### src/rtl/lat_pkg.sv
// ----------------------------------------------------------------------------
// lat_pkg
// preset table, constants and shared types of the airtime unit
// ----------------------------------------------------------------------------
package lat_pkg;

  // preset codes
  localparam logic [3:0] PRESET_LONG_SLOW      = 4'd0;
  localparam logic [3:0] PRESET_LONG_FAST      = 4'd1;
  localparam logic [3:0] PRESET_LONG_MODERATE  = 4'd2;
  localparam logic [3:0] PRESET_VERY_LONG_SLOW = 4'd3;
  localparam logic [3:0] PRESET_MEDIUM_SLOW    = 4'd4;
  localparam logic [3:0] PRESET_MEDIUM_FAST    = 4'd5;
  localparam logic [3:0] PRESET_SHORT_SLOW     = 4'd6;
  localparam logic [3:0] PRESET_SHORT_FAST     = 4'd7;
  localparam logic [3:0] PRESET_SHORT_TURBO    = 4'd8;

  // ceil(2^16 / d) for the symbol divisor d = sf - 2*de
  localparam logic [13:0] RECIP_D10 = 14'd6554;
  localparam logic [13:0] RECIP_D9  = 14'd7282;
  localparam logic [13:0] RECIP_D8  = 14'd8192;
  localparam logic [13:0] RECIP_D7  = 14'd9363;
  localparam int          RECIP_D_SHIFT = 16;

  // ceil(2^32 / 125), exact for dividends below 2^22
  localparam logic [25:0] RECIP_125 = 26'd34359739;
  localparam int          RECIP_125_SHIFT = 32;

  // preamble plus header in quarter symbols: 4 * (8 + 4.25 + 8)
  localparam logic [11:0] FIXED_QSYMS = 12'd81;

  // per-preset modem settings
  typedef struct packed {
    logic [3:0]  sf;      // spreading factor
    logic [3:0]  dsym;    // sf - 2*de
    logic [13:0] recip;   // reciprocal of dsym
    logic        cr8;     // coding rate 4/8, else 4/5
    logic [3:0]  shamt;   // sf - log2(4*bw_khz/125)
  } lat_mode_t;

  // scaled quarter-symbol count handed from the symbol stages to the scaler
  typedef struct packed {
    logic [21:0] scaled;
  } lat_sym_t;

  function automatic lat_mode_t lat_lookup(input logic [3:0] preset);
    lat_mode_t m;
    unique case (preset)
      PRESET_LONG_SLOW, PRESET_VERY_LONG_SLOW:
        m = '{sf: 4'd12, dsym: 4'd10, recip: RECIP_D10, cr8: 1'b1, shamt: 4'd10};
      PRESET_LONG_MODERATE:
        m = '{sf: 4'd11, dsym: 4'd9, recip: RECIP_D9, cr8: 1'b0, shamt: 4'd9};
      PRESET_MEDIUM_SLOW:
        m = '{sf: 4'd10, dsym: 4'd10, recip: RECIP_D10, cr8: 1'b0, shamt: 4'd7};
      PRESET_MEDIUM_FAST:
        m = '{sf: 4'd9, dsym: 4'd9, recip: RECIP_D9, cr8: 1'b0, shamt: 4'd6};
      PRESET_SHORT_SLOW:
        m = '{sf: 4'd8, dsym: 4'd8, recip: RECIP_D8, cr8: 1'b0, shamt: 4'd5};
      PRESET_SHORT_FAST:
        m = '{sf: 4'd7, dsym: 4'd7, recip: RECIP_D7, cr8: 1'b0, shamt: 4'd4};
      PRESET_SHORT_TURBO:
        m = '{sf: 4'd7, dsym: 4'd7, recip: RECIP_D7, cr8: 1'b0, shamt: 4'd3};
      // long_fast and every unknown code
      default:
        m = '{sf: 4'd11, dsym: 4'd9, recip: RECIP_D9, cr8: 1'b1, shamt: 4'd9};
    endcase
    return m;
  endfunction

endpackage

### src/rtl/lat_symbols.sv
// ----------------------------------------------------------------------------
// lat_symbols
// three-stage pipe: preset lookup, ceiling divide, scaled symbol count
// ----------------------------------------------------------------------------
module lat_symbols (
  input  logic             clk,
  input  logic             rst_n,
  input  logic             in_valid,
  output logic             in_ready,
  input  logic [3:0]       in_preset,
  input  logic [7:0]       in_payload_bytes,
  output logic             out_valid,
  input  logic             out_ready,
  output lat_pkg::lat_sym_t out_sym
);
  import lat_pkg::*;

  lat_mode_t   mode_a;
  logic [9:0]  sum_a;
  logic [9:0]  x_a;
  logic [23:0] mul_b;
  logic [6:0]  c_c;
  logic [11:0] cw_c;
  logic [11:0] qsym_c;
  logic [21:0] scaled_c;

  logic        v_a_r, v_b_r, v_c_r;
  logic        rdy_a, rdy_b, rdy_c;

  logic [9:0]  x_a_r;
  logic [13:0] recip_a_r;
  logic        cr8_a_r, cr8_b_r;
  logic [3:0]  shamt_a_r, shamt_b_r;
  logic [22:0] prod_b_r;
  logic [21:0] scaled_c_r;

  // ready chain, a stage moves when it is empty or its successor moves
  assign rdy_c    = !v_c_r || out_ready;
  assign rdy_b    = !v_b_r || rdy_c;
  assign rdy_a    = !v_a_r || rdy_b;
  assign in_ready = rdy_a;

  // stage a: lookup and ceiling dividend (numerator already divided by 4)
  always_comb begin
    mode_a = lat_lookup(in_preset);
    sum_a  = {1'b0, in_payload_bytes, 1'b0} + 10'd11;
    if (sum_a > {6'd0, mode_a.sf}) begin
      x_a = sum_a - {6'd0, mode_a.sf} + {6'd0, mode_a.dsym} - 10'd1;
    end else begin
      x_a = 10'd0;
    end
  end

  // stage b: divide by the symbol divisor via reciprocal
  assign mul_b = {14'd0, x_a_r} * {10'd0, recip_a_r};

  // stage c: quarter symbols = 81 + 4*c*cr, then scale by 2^shamt
  always_comb begin
    c_c = prod_b_r[RECIP_D_SHIFT +: 7];
    if (cr8_b_r) begin
      cw_c = {c_c, 5'd0};
    end else begin
      cw_c = {1'b0, c_c, 4'd0} + {3'd0, c_c, 2'd0};
    end
    qsym_c   = FIXED_QSYMS + cw_c;
    scaled_c = {10'd0, qsym_c} << shamt_b_r;
  end

  // valid bits
  always_ff @(posedge clk) begin
    if (!rst_n) begin
      v_a_r <= 1'b0;
      v_b_r <= 1'b0;
      v_c_r <= 1'b0;
    end else begin
      if (rdy_a) v_a_r <= in_valid;
      if (rdy_b) v_b_r <= v_a_r;
      if (rdy_c) v_c_r <= v_b_r;
    end
  end

  // payload registers
  always_ff @(posedge clk) begin
    if (rdy_a && in_valid) begin
      x_a_r     <= x_a;
      recip_a_r <= mode_a.recip;
      cr8_a_r   <= mode_a.cr8;
      shamt_a_r <= mode_a.shamt;
    end
    if (rdy_b && v_a_r) begin
      prod_b_r  <= mul_b[22:0];
      cr8_b_r   <= cr8_a_r;
      shamt_b_r <= shamt_a_r;
    end
    if (rdy_c && v_b_r) begin
      scaled_c_r <= scaled_c;
    end
  end

  assign out_valid      = v_c_r;
  assign out_sym.scaled = scaled_c_r;

endmodule

### src/rtl/lat_scale.sv
// ----------------------------------------------------------------------------
// lat_scale
// output stage: divides the scaled symbol count by 125 into milliseconds
// ----------------------------------------------------------------------------
module lat_scale (
  input  logic              clk,
  input  logic              rst_n,
  input  logic              in_valid,
  output logic              in_ready,
  input  lat_pkg::lat_sym_t in_sym,
  output logic              out_valid,
  input  logic              out_ready,
  output logic [13:0]       out_airtime_ms
);
  import lat_pkg::*;

  logic [47:0] mul_d;
  logic        v_d_r;
  logic [13:0] ms_d_r;

  assign in_ready = !v_d_r || out_ready;

  // floor(scaled / 125) by reciprocal multiply
  assign mul_d = {26'd0, in_sym.scaled} * {22'd0, RECIP_125};

  always_ff @(posedge clk) begin
    if (!rst_n) begin
      v_d_r <= 1'b0;
    end else if (in_ready) begin
      v_d_r <= in_valid;
    end
  end

  always_ff @(posedge clk) begin
    if (in_ready && in_valid) begin
      ms_d_r <= mul_d[RECIP_125_SHIFT +: 14];
    end
  end

  assign out_valid      = v_d_r;
  assign out_airtime_ms = ms_d_r;

endmodule

### src/rtl/lora_airtime_from_preset_unit.sv
// ----------------------------------------------------------------------------
// lora_airtime_from_preset_unit
// packet time on air in milliseconds from a modem preset and payload length
// ----------------------------------------------------------------------------
// Takes one query per cycle while the result side keeps ready high and returns
// the time on air through four register stages (preset lookup, reciprocal
// divide by the symbol divisor, symbol count and scaling, reciprocal divide by
// 125). Stages advance independently, so a stalled result does not block new
// queries while there is room further up the pipe. Unknown preset codes are
// treated as long-fast.
module lora_airtime_from_preset_unit (
  input  logic        clk,
  input  logic        rst_n,
  input  logic        in_valid,
  output logic        in_ready,
  input  logic [3:0]  in_preset,
  input  logic [7:0]  in_payload_bytes,
  output logic        out_valid,
  input  logic        out_ready,
  output logic [13:0] out_airtime_ms
);
  import lat_pkg::*;

  logic     sym_valid;
  logic     sym_ready;
  lat_sym_t sym;

  // symbol count stages
  lat_symbols u_lat_symbols (
    .clk              (clk),
    .rst_n            (rst_n),
    .in_valid         (in_valid),
    .in_ready         (in_ready),
    .in_preset        (in_preset),
    .in_payload_bytes (in_payload_bytes),
    .out_valid        (sym_valid),
    .out_ready        (sym_ready),
    .out_sym          (sym)
  );

  // millisecond scaling and output register
  lat_scale u_lat_scale (
    .clk            (clk),
    .rst_n          (rst_n),
    .in_valid       (sym_valid),
    .in_ready       (sym_ready),
    .in_sym         (sym),
    .out_valid      (out_valid),
    .out_ready      (out_ready),
    .out_airtime_ms (out_airtime_ms)
  );

endmodule

### config.mk
export PLATFORM = sky130hd
export DESIGN_NAME = lora_airtime_from_preset_unit
export DESIGN_NICKNAME = d
export VERILOG_FILES = /design/src/rtl/lat_pkg.sv /design/src/rtl/lat_symbols.sv /design/src/rtl/lat_scale.sv /design/src/rtl/lora_airtime_from_preset_unit.sv
export SDC_FILE = /design/constraint.sdc
export NUM_CORES = 1
export LEC_CHECK = 0
export BUFFER_PORTS_ARGS = -buffer_cell sky130_fd_sc_hd__buf_2
export CORE_MARGIN = 1.5
export CORE_UTILIZATION = 66
export CTS_CLUSTER_DIAMETER = 30
export DETAILED_ROUTE_END_ITERATION = 8
export PLACE_DENSITY = 0.88
export SYNTH_ARGS = -nofsm -noshare
export SYNTH_HDL_FRONTEND = slang
export SYNTH_SLANG_ARGS = --single-unit
### constraint.sdc
create_clock -name clk -period 7.83 [get_ports clk]
set_input_delay 0.3915 -clock clk [delete_from_list [all_inputs] [get_ports clk]]
set_output_delay 0.3915 -clock clk [all_outputs]
set_load 0.02 [all_outputs]
After elaboration in Yosys (flattened, before gate mapping)
Memory sizes are Yosys's and may differ from the RTL's.
Index checks and enable logic that the tools add are counted.
- mux-type cells: 1
- divide/modulo/power cells: 0
- shift-type cells: 1
- $add $sub $neg: 6
- reductions and logical operators: 12
- magnitude comparators: 1
- multiply operators: 2
- bitwise logic cells: 0
- eq/ne operators: 0
- operators with widths (operator ; count):
    $mul A22 B26 Y46 const B ; 1
    $mul A10 B14 Y23 ; 1
    $shl A12 B4 Y22 ; 1
    $add A11 B9 Y12 ; 1
    $add A7 B12 Y12 const A ; 1
    $mux W12 ; 1
    $add A10 B4 Y10 ; 1
    $add A9 B4 Y10 const B ; 1
    $gt A10 B4 Y1 ; 1
    $sub A10 B1 Y10 const B ; 1
    $sub A10 B4 Y10 ; 1
    $logic_and A1 B1 Y1 ; 4
    $logic_not A1 Y1 ; 4
    $logic_or A1 B1 Y1 ; 4
- memories kept: 1
- bits in latches: 0
- bits in writable memories: 0
- ROM bits: 400
- bits in registers: 97
- memories (memory ; depth ; bits a word ; read ports ; clocked after Yosys merged registers in ; wr ports ; line ; RTL):
    (name not given) ; 16 ; 25 ; 1 ; 0 ; 0 ; lat_pkg.sv:48 ; unique case (preset)

Depth between registers and ports, before layout
- depth after elaboration: 6
- gate-level depth with buffers: 22
- depth with buffers taken out: 22

Hierarchy
A second synthesis with hierarchy kept.
- cell total of the unflattened synthesis: 1579
- area total of the unflattened synthesis: 15808.9 µm²
- modules (own cells, without submodules) (module ; cells an instance ; instances ; area an instance (µm²)):
    lat_scale ; 872 ; 1 ; 8795.9
    lat_symbols ; 707 ; 1 ; 7013.0

Worst setup path after synthesis
No wires, ideal clock.
- path kind: reg2reg
- start: register u_lat_symbols.scaled_c_r[16] (netlist: u_lat_symbols.out_sym[16])
- end: register u_lat_scale.ms_d_r[8] (netlist: u_lat_scale.out_airtime_ms[8]), data pin
- setup slack: 2.003 ns
- path buffers: 0
- stages on the path, launching flop included: 19
- data required time: 7.572 ns
- setup time: 0.258 ns
- arrival: 5.570 ns
- cells stage by stage: edfxtp_1 > fa_1 > fa_1 > fa_1 > fa_1 > fa_1 > fa_1 > inv_1 > fa_1 > inv_1 > ha_1 > and4_1 > and3_1 > nand3_1 > o2111ai_1 > a31oi_2 > o211ai_1 > a31oi_1 > xnor2_1
- cells in the longest elaborated chain, start to end: 1
- RTL lines (element ; line ; RTL):
    from (decl) ; lat_symbols.sv:35 ; logic [21:0] scaled_c_r;
    from (signal assigned) ; lat_symbols.sv:96 ; scaled_c_r <= scaled_c;
    $mul A22 B26 Y46 ; lat_scale.sv:24 ; assign mul_d = {26'd0, in_sym.scaled} * {22'd0, RECIP_125};
    named net u_lat_scale.mul_d[40] ; lat_scale.sv:17 ; logic [47:0] mul_d;
    to (signal assigned) ; lat_scale.sv:36 ; ms_d_r <= mul_d[RECIP_125_SHIFT +: 14];
    to (decl) ; lat_scale.sv:19 ; logic [13:0] ms_d_r;
The timed path passes the listed nets, and every way through them passes these cells.
A chain may end at the register's enable or synchronous reset.

Worst setup path in the final report
- start: register u_lat_symbols.scaled_c_r[4] (netlist: u_lat_symbols.out_sym[4])
- end: register u_lat_scale.ms_d_r[8] (netlist: u_lat_scale.out_airtime_ms[8]), data pin
Same word-level chain as after synthesis.

==> summary.txt <==
Timing
  • Fin. max-slew vios: 0
  • Clock skew: ~0.01 ns
  • Max-slew headroom: approximately 23%
  • Worst Max-Slew Pin Slew: about 1.2 ns
  • Fin crit share: 88.4%
  • Setup TNS: 0 ns
  • Final Hold Viols: 0
  • RSZ-0062 raised after global routing: false
  • Final setup viols: 0
  • Period minus WS final: just under 7 ns
  • Fmax: roughly 140 MHz

Clock tree
  • Clk slew on worst S/H paths: ~0.070 ns
  • Post_cts resized: 0
  • Htree depth: 3
  • Root buf cell: clkbuf_16
  • Hold buffers post-CTS: 0
  • Clk_lat worst skew: between 0.3 and 0.4 ns
  • Post-CTS Setup Bufs: 0
  • # clock sinks: between 70 and 80
  • CTS max path bufs: 2
  • CTS tree: built
  • CTS Buf Count: 9

Floorplan
  • Core Area: between 0.02 and 0.025 mm2
  • Die height: 157 um
  • Rows: between 50 and 60
  • Boundary Pins: 32
  • Initial Utilization: about two thirds
  • Die Wd: between 150 and 200 um
  • Die Area: 0.0246 mm2

Cells and area
  • Area grow syn2layout: 5.12%
  • Most common cell after layout, fill and taps aside: inv_1
  • Footprint of the multi-input gates: around 0.012 mm2
  • Util after Layout: a little over two thirds
  • N_diodes: 0
  • Fin cells: 1894
  • Commonest cells after routing, fill and taps aside: 373 x inv_1, 319 x ha_1, 239 x fa_1
  • Fillers: 1622
  • Share of cells above drive strength 1: 4.89%
  • Sequential cell area: approximately 0.0022 mm2
  • Fin nets: 2144

Yosys
  • Post-synthesis cell area: 0.0156 mm2
  • EDFF count, synth: 70
  • Average size of a mapped cell: between 10 and 15 um2
  • Synth async-reset ratio: 0%
  • Largest family of logic cells by synthesized area: adder cells
  • Simple-Gate Fraction of Synth Area: 9.02%
  • Multiplexer area fraction after synthesis: less than 1%
  • Yosys top cell area share: between 30% and 40%
  • Post-synthesis register bit count: 74
  • Yosys warning count: 0
  • Mapped Cells: ~1.5k
  • Sequential-to-total area share from yosys stat: 14.0%
  • Unique masters post-synth: 69
  • Synth Area in Compound Gates: 7.94%
  • Synth top area cells: fa_1 31%, ha_1 26%, edfxtp_1 13%
  • Xor and xnor fraction of the mapped netlist area: under 10%
  • Post-Synth Adder-Cell Area: roughly 56%
  • Yosys top cell by area: fa_1
  • Net Count, Synth: 2119
  • Ys flop type: edfxtp_1

Route
  • Residual DRC count: 0
  • Antenna-violating nets left: 0
  • Avg Vias per Cell: 5.75
  • Starting DRT DRC Count: a little over 700
  • DR WL/cell: approximately 18 um
  • Final wirelength: approximately 34000 um
  • Drt first pass iters: 8
  • Vias: around 11k

GRT
  • Gr usage total: roughly 30%
  • Largest net degree at the start of global routing: 25
  • Initial antenna violation count: 0
  • GR Overflow Total: 0
  • First-pass GRT wire length: ~57000 um
  • Number of global-route vias before repair: 11.7k

Placed design
  • Gpl congestion: around 0.97
  • PortBufs: 31
  • Placed cells: 1878
  • HPWL Detailed: around 30000 um

Hold path
  • Min-delay worst type: in -> reg
  • Hold Crit Depth: 2

Run
  • Maxcap violations: 0

Run status
  • Status: complete, no violations

Setup path
  • WS Path Type: reg -> reg
  • Crit start category: flip-flop
  • Critical R2R Launch: u_lat_symbols.out_sym[4]
  • Worst Path Max Fanout: 8
  • Critical Path Start: u_lat_symbols.out_sym[4]
  • Reg2reg setup slack: between 0.9 and 1 ns
  • Crit path DAT: 7.02 ns
  • Worst Setup End Kind: flip-flop
  • CP endpoint: u_lat_scale.out_airtime_ms[8]
  • Reg-to-reg endpoint: u_lat_scale.out_airtime_ms[8]
  • Critical Path RT: a little under 8 ns
  • Worst reg2reg path depth: 20
## area by class of cell
type / count / area share (%)
clock buffers: 9 / 1.37
clock inverters: 7 / 0.427
well taps: 319 / 2.43
inverters: 374 / 8.55
repair buffers: 34 / 1.08
multi-input cells: 1077 / 72.9
flip-flops and latches: 74 / 13.3
## layer usage
layer	track usage (%)	up-vias	wire length [um]
li1	-	5056	-
met1	36.1	5408	13600
met2	53.3	334	17300
met3	4.18	90	1740
met4	13.6	0	1500
met5	0	-	0
## Yosys cell counts, drive strengths merged, types with 4 or more instances
master,n
a211oi,7
a31oi,10
buf,5
a21boi,7
xor2,10
o22ai,6
fa,239
mux2i,9
nor2b,10
nand2,80
and2,54
or2,7
nor3b,5
dfxtp,4
nor3,19
clkbuf,15
nand3,23
a22oi,4
o21ai,35
inv,373
o221ai,4
nor2,57
a21oi,43
o21a,10
a21o,22
ha,319
o31ai,4
edfxtp,70
and3,9
xnor2,32
## stage by stage
| step | hold slack [ns] | area, um2 | setup slack, ns |
|---|---|---|---|
| after global placement | 0.407 | 16100 | 1.13 |
| after global routing | 0.290 | 16400 | 0.628 |
| after CTS | 0.274 | 16400 | 0.947 |
| after floorplan | 0.400 | 15600 | 2.00 |
| after detailed placement | 0.420 | 16100 | 0.942 |
| final | 0.277 | 16400 | 0.910 |
## sequential cells by signal, summed over array words and instances (netlist names), 4 cells and up
name	count
u_lat_symbols.out_sym	22
u_lat_symbols.x_a_r	9
u_lat_scale.out_airtime_ms	14
u_lat_symbols.prod_b_r	7
u_lat_symbols.shamt_b_r	4
u_lat_symbols.shamt_a_r	4
u_lat_symbols.recip_a_r	8
## cell families (layout without fill, tap and decap cells)
kind of cell,Yosys count,after routing
buf+inv,394,424
simple gates,280,280
mux,13,13
fa+ha+maj,558,558
xor+xnor,42,42
compound gates,184,184
flops,74,74
## critical path: stages, from the launching register on
cell	delay, ns
edfxtp_1	0.59
ha_1	0.47
inv_1	0.16
fa_1	0.54
inv_1	0.06
fa_1	0.53
fa_1	0.42
ha_1	0.33
fa_1	0.54
inv_1	0.06
fa_1	0.54
inv_1	0.04
ha_1	0.32
nand3_1	0.15
nor2_1	0.06
a221oi_1	0.56
o2111ai_1	0.39
a31oi_2	0.38
o211ai_1	0.21
a31oi_1	0.24
xnor2_1	0.10
## worst min-delay path by stage
stage                                    start                    endpoint  slack (ns)
floorplan                u_lat_symbols.cr8_a_r       u_lat_symbols.cr8_b_r        0.40
global placement    u_lat_symbols.shamt_a_r[0]  u_lat_symbols.shamt_b_r[0]        0.41
detailed placement  u_lat_symbols.shamt_a_r[1]  u_lat_symbols.shamt_b_r[1]        0.42
CTS                                      rst_n     u_lat_symbols.out_valid        0.27
global route                             rst_n     u_lat_symbols.out_valid        0.29
finish                                   rst_n     u_lat_symbols.out_valid        0.28
Power is not shown: default switching activity piles up to over one toggle a cycle in this logic, so the estimate is an artifact.
